`config.mk`:
```
export PLATFORM = sky130hd
export DESIGN_NAME = stbs_ctrl
export DESIGN_NICKNAME = d
export VERILOG_FILES = /design/src/hdl/stbs_pkg.sv /design/src/hdl/stbs_ctrl.sv
export SDC_FILE = /design/constraint.sdc
export NUM_CORES = 1
export LEC_CHECK = 0
export BUFFER_PORTS_ARGS = -buffer_cell sky130_fd_sc_hd__buf_4
export CORE_AREA = 2 2 86 129
export DETAILED_ROUTE_END_ITERATION = 8
export DIE_AREA = 0 0 88 131
export PLACE_DENSITY = 0.8
export SETUP_SLACK_MARGIN = 0.4
export SLEW_MARGIN = 20
export SYNTH_ARGS = -nofsm -noshare
export SYNTH_HDL_FRONTEND = slang
export SYNTH_SLANG_ARGS = --single-unit
```
`constraint.sdc`:
```
create_clock -name clk -period 5.6 [get_ports clk]
set_input_delay 0.28 -clock clk [delete_from_list [all_inputs] [get_ports clk]]
set_output_delay 0.28 -clock clk [all_outputs]
set_load 0.01 [all_outputs]
```
`src/hdl/stbs_pkg.sv`:
```
// Package for the sorted table binary search block.
// Field widths, word codes and the shared word types; no dependencies.
package stbs_pkg;

    localparam int IDX_W   = 10;          // width of an index field
    localparam int FIELD_W = 32;          // width of a value or key field
    localparam int BND_W   = IDX_W + 1;   // search bound, holds one past the last index

    localparam logic KIND_LOAD   = 1'b0;
    localparam logic KIND_SEARCH = 1'b1;

    typedef struct packed {
        logic                      kind;
        logic [IDX_W-1:0]          entry_index;
        logic signed [FIELD_W-1:0] entry_value;
        logic signed [FIELD_W-1:0] search_key;
        logic [IDX_W-1:0]          low_index;
        logic [IDX_W-1:0]          high_index;
    } stbs_cmd_t;

    typedef struct packed {
        logic             found;
        logic [IDX_W-1:0] match_index;
    } stbs_result_t;

endpackage

```
`src/hdl/stbs_ctrl.sv`:
```
// Search sequencer: takes command words, drives the table RAM, narrows bounds.
// Depends on stbs_pkg for the word types and codes.
module stbs_ctrl
    import stbs_pkg::*;
#(
    parameter int TABLE_DEPTH = 1024,
    parameter int VALUE_WIDTH = 32,
    parameter int AW          = 10
) (
    input  logic                          clk,
    input  logic                          rst_n,
    input  logic                          cmd_valid,
    output logic                          cmd_ready,
    input  stbs_cmd_t                     cmd,
    output logic                          mem_we,
    output logic                          mem_re,
    output logic [AW-1:0]                 mem_addr,
    output logic signed [VALUE_WIDTH-1:0] mem_wdata,
    input  logic signed [VALUE_WIDTH-1:0] mem_rdata,
    output logic                          res_valid,
    output stbs_result_t                  res,
    input  logic                          res_take
);

    localparam int unsigned LAST = TABLE_DEPTH - 1;

    localparam logic [1:0] ST_IDLE  = 2'd0;
    localparam logic [1:0] ST_PROBE = 2'd1;
    localparam logic [1:0] ST_CMP   = 2'd2;
    localparam logic [1:0] ST_DONE  = 2'd3;

    logic [1:0]                    state_reg, state_next;
    logic signed [VALUE_WIDTH-1:0] key_reg, key_next;
    logic [BND_W-1:0]              lo_reg, lo_next;
    logic [BND_W-1:0]              hi_reg, hi_next;
    logic [BND_W-1:0]              mid_reg, mid_next;
    stbs_result_t                  res_reg, res_next;
    logic [BND_W-1:0]              mid;

    // lo <= hi whenever this is used, so the difference never wraps
    assign mid = lo_reg + ((hi_reg - lo_reg) >> 1);

    always_comb
    begin
        state_next = state_reg;
        key_next   = key_reg;
        lo_next    = lo_reg;
        hi_next    = hi_reg;
        mid_next   = mid_reg;
        res_next   = res_reg;
        cmd_ready  = 1'b0;
        mem_we     = 1'b0;
        mem_re     = 1'b0;
        mem_addr   = AW'(mid);
        mem_wdata  = VALUE_WIDTH'(cmd.entry_value);
        res_valid  = 1'b0;

        case (state_reg)
            ST_IDLE:
            begin
                cmd_ready = 1'b1;
                if (cmd_valid)
                begin
                    if (cmd.kind == KIND_LOAD)
                    begin
                        mem_we   = (32'(cmd.entry_index) <= LAST);
                        mem_addr = AW'(cmd.entry_index);
                    end
                    else
                    begin
                        key_next = VALUE_WIDTH'(cmd.search_key);
                        lo_next  = BND_W'(cmd.low_index);
                        if (32'(cmd.high_index) > LAST)
                        begin
                            hi_next = BND_W'(LAST);
                        end
                        else
                        begin
                            hi_next = BND_W'(cmd.high_index);
                        end
                        state_next = ST_PROBE;
                    end
                end
            end
            ST_PROBE:
            begin
                if (lo_reg > hi_reg)
                begin
                    res_next   = '0;
                    state_next = ST_DONE;
                end
                else
                begin
                    mem_re     = 1'b1;
                    mid_next   = mid;
                    state_next = ST_CMP;
                end
            end
            ST_CMP:
            begin
                if (key_reg < mem_rdata)
                begin
                    if (mid_reg == '0)
                    begin
                        // bound would drop below zero
                        res_next   = '0;
                        state_next = ST_DONE;
                    end
                    else
                    begin
                        hi_next    = mid_reg - BND_W'(1);
                        state_next = ST_PROBE;
                    end
                end
                else if (key_reg > mem_rdata)
                begin
                    lo_next    = mid_reg + BND_W'(1);
                    state_next = ST_PROBE;
                end
                else
                begin
                    res_next.found       = 1'b1;
                    res_next.match_index = mid_reg[IDX_W-1:0];
                    state_next           = ST_DONE;
                end
            end
            ST_DONE:
            begin
                res_valid = 1'b1;
                if (res_take)
                begin
                    state_next = ST_IDLE;
                end
            end
            default:
            begin
                state_next = ST_IDLE;
            end
        endcase
    end

    always_ff @(posedge clk or negedge rst_n)
    begin
        if (!rst_n)
        begin
            state_reg <= ST_IDLE;
        end
        else
        begin
            state_reg <= state_next;
        end
    end

    always_ff @(posedge clk)
    begin
        key_reg <= key_next;
        lo_reg  <= lo_next;
        hi_reg  <= hi_next;
        mid_reg <= mid_next;
        res_reg <= res_next;
    end

    assign res = res_reg;

endmodule
```
# Yosys cells after proc, flatten, opt, wreduce, memory -nomap -nowiden
# Index checks and enable logic that the tools add are counted.
dict set report word_totals {
  regBits 78
  wordCells 71
}
dict set report classes {
  addsub 4
  magnitude_cmp 3
  n_eq_ne 13
  n_mux 33
  bitwise 1
  reduce_logical 10
}
# cell count
set ops {}
lappend ops {{11-bit 2-to-1 mux} 12}
lappend ops {{11-bit case mux with 2 select lines} 3}
lappend ops {{32-bit > comparator} 1}
lappend ops {{32-bit less-than comparator} 1}
lappend ops {{10-bit 2-to-1 mux} 3}
lappend ops {{2-bit inequality test, second input constant} 8}
lappend ops {{2-bit 2-to-1 mux} 6}
lappend ops {{11-bit by 1-bit adder with 11-bit output, second input constant} 1}
lappend ops {{11-bit by 10-bit adder with 11-bit output} 1}
lappend ops {{11-bit > comparator} 1}
lappend ops {{11-bit zero test} 1}
lappend ops {{11-bit by 1-bit subtractor with 11-bit output, second input constant} 1}
lappend ops {{11-bit subtractor} 1}
lappend ops {{5-bit AND reduction} 2}
lappend ops {{1-bit 2-to-1 mux} 8}
lappend ops {{2-bit case mux with 4 select lines} 1}
lappend ops {{3-bit inequality test, second input constant} 2}
lappend ops {{3-bit AND reduction} 2}
lappend ops {{2-bit equality test, second input constant} 2}
lappend ops {{4-bit AND reduction} 1}
lappend ops {{2-bit nonzero test} 2}
lappend ops {{2-bit by 1-bit equality test with 1-bit output, second input constant} 1}
lappend ops {{2-bit zero test} 1}
lappend ops {{2-bit AND reduction} 1}
lappend ops {{1-bit NOT} 1}

# Longest topological paths before layout
# Gate-level depths: netlist of run 1.
dict set report depth {
  depth_word 5
  depth_mapped 14
}

# Least setup slack after synthesis of run 1
# No wires, ideal clock.
dict set report synth_timing {
  path_type {reg2reg}
  start {register lo_reg[1]}
  end {register res_reg (netlist bit res[0]) (enable)}
  setup_time_ns 0.379
  arrival_time_ns 3.013
  setup_slack_ns 2.207
  stages_incl_launch_ff 9
  period_less_slack_ns 3.393
  path_cell_list {edfxtp_1 -> inv_1 -> ha_1 -> a21o_1 -> a31oi_1 -> o21ai_0 -> o41ai_1 -> o21ai_0 -> a211oi_2}
}
dict set report synth_between {
  elab_chain_cells 3
}
# item line_no
set synth_lines {}
lappend synth_lines {{start: declaration} stbs_ctrl.sv:34} ;# logic [BND_W-1:0] lo_reg, lo_next;
lappend synth_lines {{start signal: assignment} stbs_ctrl.sv:157} ;# lo_reg <= lo_next;
lappend synth_lines {{11-bit > comparator} stbs_ctrl.sv:87} ;# if (lo_reg > hi_reg)
lappend synth_lines {{2-bit inequality test (no line)} n/a}
lappend synth_lines {{4-bit AND reduction (no line)} n/a}
lappend synth_lines {{end signal: assignment} stbs_ctrl.sv:160} ;# res_reg <= res_next;
lappend synth_lines {{end: declaration} stbs_ctrl.sv:37} ;# stbs_result_t res_reg, res_next;
# Every way passes these cells.
# A chain may end at the register's enable or synchronous reset.

# Final worst setup path of run 1
dict set report layout_timing {
  start {register lo_reg[1]}
  end {output port mem_addr[9]}
}
dict set report layout_between {
  elab_chain_cells 5
}
# item line_no
set layout_lines {}
lappend layout_lines {{11-bit subtractor} stbs_ctrl.sv:41} ;# assign mid = lo_reg + ((hi_reg - lo_reg) >> 1);
lappend layout_lines {{11-bit by 10-bit adder with 11-bit output (*)} stbs_ctrl.sv:41}
lappend layout_lines {{named net mid[9]} stbs_ctrl.sv:38} ;# logic [BND_W-1:0] mid;
lappend layout_lines {{10-bit 2-to-1 mux} stbs_ctrl.sv:64} ;# if (cmd.kind == KIND_LOAD)
lappend layout_lines {{10-bit 2-to-1 mux} stbs_ctrl.sv:62} ;# if (cmd_valid)
lappend layout_lines {{10-bit 2-to-1 mux (*)} stbs_ctrl.sv:58} ;# case (state_reg)
lappend layout_lines {{end: declaration} stbs_ctrl.sv:17} ;# output logic [AW-1:0] mem_addr,
# Mark *: on every way through the listed nets, which the timed path passes. The rest lies on a longest branch.

==> impl_results.md, run 1 <==
- Status: finished, final reports clean
- Final Max Tran Viols: 0
- Antenna cells: 0
- Final WS setup: 1.41 ns
- RSZ-0062 raised after global routing: false
- Drt drc: 0
- Worst path cell trace: inv_1, fa_1, a21o_1, a21oi_1, o21bai_1, a21oi_1, xnor2_1, ha_1, or3_1, o211ai_1, o21ai_0, xor2_1, mux2_2, buf_4
- Period utilization: 74.9%
- Reg2reg end: mid_reg[10]
- Flops & latches, synth: 78
- Cells after synthesis: 490
- Pre-Repair DR Iteration Count: 4
- Io pins: 188
- Max reg flops: 32
- Top cell by count, worst path: a21oi_1
- Top cells by count, synth: edfxtp_1 (76), ha_1 (56), inv_1 (50), nand2_1 (42), buf_4 (32)
- Effective utilization at floorplan: 49.1%
- Post-Syn Nets: 679
- Worst Path Required: 5.32 ns
- Area growth from synthesis to layout: 22.3%
- Die footprint: 0.0115 mm²
- Pwr dens: 664 mW/mm²
- Vias per inst: 5.41
- Rel. slew slack: 28.5%
- Cell Rows: 46
- Die Wd: 88 µm
- Vias in the first global route: 4149
- Yosys top cell by area: edfxtp_1
- Hold_sp: cmd[43]
- Netlist Area Pre-Place: 0.00512 mm²
- DRT antenna net count: 0
- Leak: 2.78 nW
- Cell variety after synth: 45
- Delay of the slowest cell on the worst path: 0.49 ns
- Register Area: 0.00233 mm²
- Worst Hold Path Cells: 1
- VDD IR max: 631 µV
- Synth warn: 0
- Critical path class: reg -> out
- Slowest-stage cell, CP: fa_1
- Largest net degree at the start of global routing: 44
- Hold path endpoint: key_reg[23]
- Chip height: 131 µm
- Vias: 3971
- Total GRT Usage: 22.6%
- Minimum clock period: 4.19 ns
- Post-synth EDFFs: 76
- Hold Fails Final Rpt: 0
- Reg clk slew, reported paths: 0.06 ns
- Post-Route WL: 12600 µm
- Mean Syn Cell Area: 10.4 µm²
- Post-synthesis sequential area ratio: 45.6%
- Post-DP HPWL: 9880 µm
- Clk sinks: 78
- Worst-Skew Late Latency: 0.34 ns
- Cts bufs inserted: 9
- Least-Margin Pin Slew: 1.07 ns
- Synth top area share: 44.6%
- Routed wire length per instance: 17.1 µm
- Hold crit path type: in -> reg
- R2r worst-path depth: 14
- Reg-to-reg startpoint: lo_reg[1]
- Startpoint Class: register
- Layout cells sized above 1: 27.3%
- Sum Neg Setup Slack: 0 ns
- Worst reg-to-reg setup slack: 2.07 ns
- Skew final: 0.00529 ns
- Maximum clock path buffer count: 2
- First-pass GRT wire length: 19500 µm
- Port buffer count: 123
- Setup Fix Bufs, Post-CTS: 0
- Pre-CTS WS: 1.81 ns
- H-tree depth: 3
- Antenna violations before repair: 0
- CP endpoint kind: output pin
- Number of fill cells: 845
- Initial DRC count: 167
- Top FF cell, synth: edfxtp_1
- FMAX: 238 MHz
- Post-layout util: 60.1%
- Nets: 774
- Most common cell in the netlist: edfxtp_1
- Core footprint: 0.0104 mm²
- Max Cap Viol: 0
- Crit path DAT: 3.91 ns
- Synth top area cells: edfxtp_1 (45%), ha_1 (14%), buf_4 (4.7%)
- Power Total: 0.00416 W
- Gpl congestion: 0.908
- CTS root buf: clkbuf_16
- CTS tree: yes
- Multi-input gate area: 0.00232 mm²
- Critical path peak fanout: 3
- Final-report setup violation count: 0
- FFs w/ async S/R, synth: 2.56%
- Congestion Overflow GR: 0
==> power by group <==
group / total, W / switching (W) / internal [W]
Sequential: 0.00113 / 0.000157 / 0.000972
Clock: 0.000550 / 0.000244 / 0.000306
Combinational: 0.00248 / 0.00130 / 0.00118
Total: 0.00416 / 0.00170 / 0.00245
==> final cells by class <==
cell class | count | share of cell area (%)
clock inverter | 7 | 0.939
clock buffer | 9 | 3.60
inverter | 50 | 3.00
timing repair buffer | 127 | 15.3
multi-input combinational | 319 | 37.1
tap | 144 | 2.88
sequential | 78 | 37.3
==> worst max-delay path: cells and delay by family, from the launching register on <==
| kind | cells | cell delay, ns |
|---|---|---|
| AO/OA/AOI/OAI | 6 | 1.13 |
| XOR/XNOR | 2 | 0.37 |
| adder cells (fa/ha/maj) | 2 | 0.76 |
| buffers and inverters | 2 | 0.24 |
| flip-flops | 1 | 0.41 |
| multiplexers | 1 | 0.28 |
| AND/OR/NAND/NOR | 1 | 0.37 |
==> timing repair <==
| item | in CTS | in global routing |
|---|---|---|
| gates resized for setup | 0 | 0 |
| hold buffers | 1 | 0 |
| endpoints found under the hold margin | 2 | 0 |
==> per-stage QoR <==
stage / cell area (µm²) / hold slack (ns) / cells
after detailed placement: 5970 / 0.0671 / 717
after CTS: 6260 / 0.105 / 734
after floorplan: 5120 / -0.0156 / 490
final: 6260 / 0.112 / 734
after global routing: 6260 / 0.102 / 734
after global placement: 5960 / 0.0629 / 717
==> cell families (layout without fill, tap and decap cells) <==
family,count (synthesis),count (layout),synth area share [%]
and+or+nand+nor,125,125,12.0
buffers and inverters,93,193,9.16
AOI/OAI and AO/OA,92,92,10.8
DFF,78,78,45.6
adders and majority gates,58,58,14.5
xor gates and xnor gates,33,33,5.65
muxes,11,11,2.42
==> worst max path at each step <==
stage,start,end,slack (ns),cells after the start
4_1_cts,lo_reg[1],mem_addr[9],1.41,14
5_1_grt,lo_reg[1],mem_addr[9],1.18,14
2_1_floorplan,lo_reg[1],res[0],2.21,8
3_5_place_dp,lo_reg[1],mem_addr[9],1.81,14
3_3_place_gp,lo_reg[1],mem_addr[9],1.93,14
6_report,lo_reg[1],mem_addr[9],1.41,14
==> cell usage in the layout (no fill, tap or decap), types with 3 or more instances in the layout <==
| cell type | count |
|---|---|
| clkinv_4 | 3 |
| o21ai_0 | 30 |
| o21bai_1 | 4 |
| nand3b_1 | 3 |
| xnor2_1 | 19 |
| and2_1 | 12 |
| o21ai_1 | 3 |
| edfxtp_1 | 76 |
| mux2_2 | 11 |
| ha_1 | 56 |
| nand3_1 | 11 |
| xor2_1 | 14 |
| o211ai_1 | 4 |
| nand4_1 | 8 |
| inv_1 | 50 |
| nand2_1 | 42 |
| clkbuf_16 | 9 |
| nor4_1 | 3 |
| nor3_1 | 5 |
| buf_4 | 126 |
| and3_1 | 5 |
| nor2_1 | 24 |
| a21oi_1 | 28 |
| a21o_1 | 8 |
==> metal layers <==
layer | GRT usage, % | vias up | part of all wire [%]
met4 | 15.7 | 0 | 7.0
li1 | - | 1896 | -
met1 | 22.1 | 1846 | 33
met3 | 5.03 | 73 | 6.9
met5 | 0 | - | 0
met2 | 41.4 | 156 | 53
Note: power is estimated with default switching activity, not from simulation.
==> run 2: changes to the inputs <==
--- a/config.mk
+++ b/config.mk
@@ -6,10 +6,10 @@
 export NUM_CORES = 1
 export LEC_CHECK = 0
 export BUFFER_PORTS_ARGS = -buffer_cell sky130_fd_sc_hd__buf_4
-export CORE_AREA = 2 2 86 129
+export CORE_AREA = 2 2 90 135
 export DETAILED_ROUTE_END_ITERATION = 8
-export DIE_AREA = 0 0 88 131
-export PLACE_DENSITY = 0.8
+export DIE_AREA = 0 0 92 137
+export PLACE_DENSITY = 0.76
 export SETUP_SLACK_MARGIN = 0.4
 export SLEW_MARGIN = 20
 export SYNTH_ARGS = -nofsm -noshare
==> constraint.sdc (replaced) <==
create_clock -name clk -period 3.4 [get_ports clk]
set_input_delay 0.17 -clock clk [delete_from_list [all_inputs] [get_ports clk]]
set_output_delay 0.17 -clock clk [all_outputs]
set_load 0.01 [all_outputs]
==> impl_results.md, run 2 (synthesized netlist as in run 1, its figures left out) <==
- Chip height: 137 µm
- DRT antenna net count: 0
- Port buffer count: 123
- Post-layout util: 63.0%
- Maximum clock path buffer count: 2
- Kind of cell adding the most delay to the critical path: compound AO/OA/AOI/OAI gates
- Worst-Skew Late Latency: 0.34 ns
- Worst path cell trace: nand2b_4, fa_2, a21o_1, a21oi_2, o21bai_1, a21oi_2, xnor2_1, ha_1, or3_1, o211ai_1, o21ai_1, xor2_1, mux2_2, buf_4
- CTS root buf: clkbuf_16
- Period utilization: 108%
- Power Total: 0.00934 W
- Top cell by count, worst path: a21oi_2
- Critical path class: reg -> out
- Total GRT Usage: 22.8%
- Congestion Overflow GR: 0
- Slowest-stage cell, CP: edfxtp_1
- Rel. slew slack: 50.6%
- Max Cap Viol: 0
- Worst Hold Path Cells: 1
- Delay of the slowest cell on the worst path: 0.38 ns
- Post-Route WL: 14600 µm
- Status: complete, but fails checks
- Die footprint: 0.0126 mm²
- Clk sinks: 78
- Final Max Tran Viols: 0
- Layout cells sized above 1: 34.6%
- Vias in the first global route: 4530
- Hold crit path type: in -> reg
- Antenna cells: 0
- Gpl congestion: 0.883
- Worst Path Required: 3.23 ns
- Routed wire length per instance: 18.1 µm
- Multi-input gate area: 0.00259 mm²
- Initial DRC count: 155
- Commonest non-fill, non-tap cell in the layout: buf_4
- Largest net degree at the start of global routing: 42
- Final WS setup: -0.262 ns
- RSZ-0062 raised after global routing: true
- Post-DP HPWL: 10200 µm
- Critical path depth: 14
- WHS: 0.00840 ns
- Startpoint Class: register
- Least-Margin Pin Slew: 0.740 ns
- Antenna violations before repair: 0
- Io pins: 188
- Pwr dens: 1300 mW/mm²
- Vias: 4286
- Critical path peak fanout: 2
- Reg clk slew, reported paths: 0.06 ns
- Violated checks: setup timing
- Cell Rows: 48
- VDD IR max: 1240 µV
- Pre-Repair DR Iteration Count: 5
- R2r worst-path depth: 17
- Hold Fails Final Rpt: 0
- Number of fill cells: 864
- Leak: 3.19 nW
- Max reg flops: 32
- Vias per inst: 5.34
- H-tree depth: 3
- Effective utilization at floorplan: 44.9%
- FMAX: 273 MHz
- Commonest cells after routing, fill and taps aside: buf_4 (144), edfxtp_1 (76), ha_1 (52), inv_1 (49), nand2_1 (42)
- Core footprint: 0.0114 mm²
- Area growth from synthesis to layout: 40.4%
- Final-report setup violation count: 5
- CP bufs+invs: 1
- Register Area: 0.00233 mm²
- Nets: 837
- Skew final: 0.00746 ns
- Minimum clock period: 3.66 ns
- First-pass GRT wire length: 21800 µm
- CTS tree: yes
- Die Wd: 92 µm
- Cts bufs inserted: 9
- Crit path DAT: 3.49 ns
- CP endpoint kind: output pin
- Drt drc: 0
run 2: area by class of cell:
type,instances,share of cell area (%)
Timing Repair Buffer,190,22.1
Tap cell,150,2.61
Clock buffer,11,3.38
Inverter,50,2.61
Sequential cell,78,32.5
Multi-Input combinational cell,319,36.1
Clock inverter,5,0.801
run 2: final timing paths:
path	slack [ns]	to	start
worst max-delay path	-0.26	mem_addr[9]	hi_reg[0]
worst min-delay path	0.008	key_reg[3]	cmd[23]
worst max register to register	0.02	mid_reg[10]	hi_reg[0]
worst min register to register	0.58	mid_reg[10]	lo_reg[10]
max in group asynchronous	3.15	state_reg[1]	rst_n
min in group asynchronous	0.16	state_reg[0]	rst_n
run 2: through the flow:
step           area [µm²]  cells  setup TNS, ns  setup WS, ns
6_report             7190    803         -0.812        -0.262
4_1_cts              6880    788         -0.534        -0.232
3_5_place_dp         6080    735              0        0.0140
2_1_floorplan        5140    490              0         0.411
3_3_place_gp         6080    735              0        0.0502
5_1_grt              7190    803          -1.52        -0.388
run 2: power breakdown:
group	internal (W)	switching, W	leakage (nW)
Sequential	0.00160	0.000208	0.729
Clock	0.000590	0.000386	0.150
Combinational	0.00347	0.00308	2.31
Total	0.00566	0.00368	3.19
run 2: worst register-to-register path, stage by stage (launching register included):
cell,delay [ns]
edfxtp_1,0.38
nand2b_4,0.16
fa_2,0.35
a21o_1,0.19
a21oi_2,0.15
buf_4,0.13
buf_6,0.08
xnor2_2,0.10
ha_1,0.28
buf_6,0.13
a21o_1,0.20
a21oi_2,0.22
o21ai_2,0.10
buf_4,0.15
buf_6,0.11
a31o_4,0.23
a21oi_4,0.12
xnor2_1,0.08
run 2: timing repair:
item / CTS / global route
pin swaps: 21 / 15
resized for setup: 33 / 28
endpoints found under the hold margin: 21 / 9
endpoints found under the setup margin: 31 / 46
cloned: 0 / 1
setup buffers: 17 / 5
hold buffers: 20 / 9
run 2: metal layers:
metal | wire length, µm | global-route usage, % | part of all wire, %
met1 | 4820 | 21.8 | 33
met2 | 7970 | 43.4 | 55
met3 | 1060 | 5.67 | 7.3
met4 | 699 | 13.9 | 4.8
met5 | 0 | 0 | 0
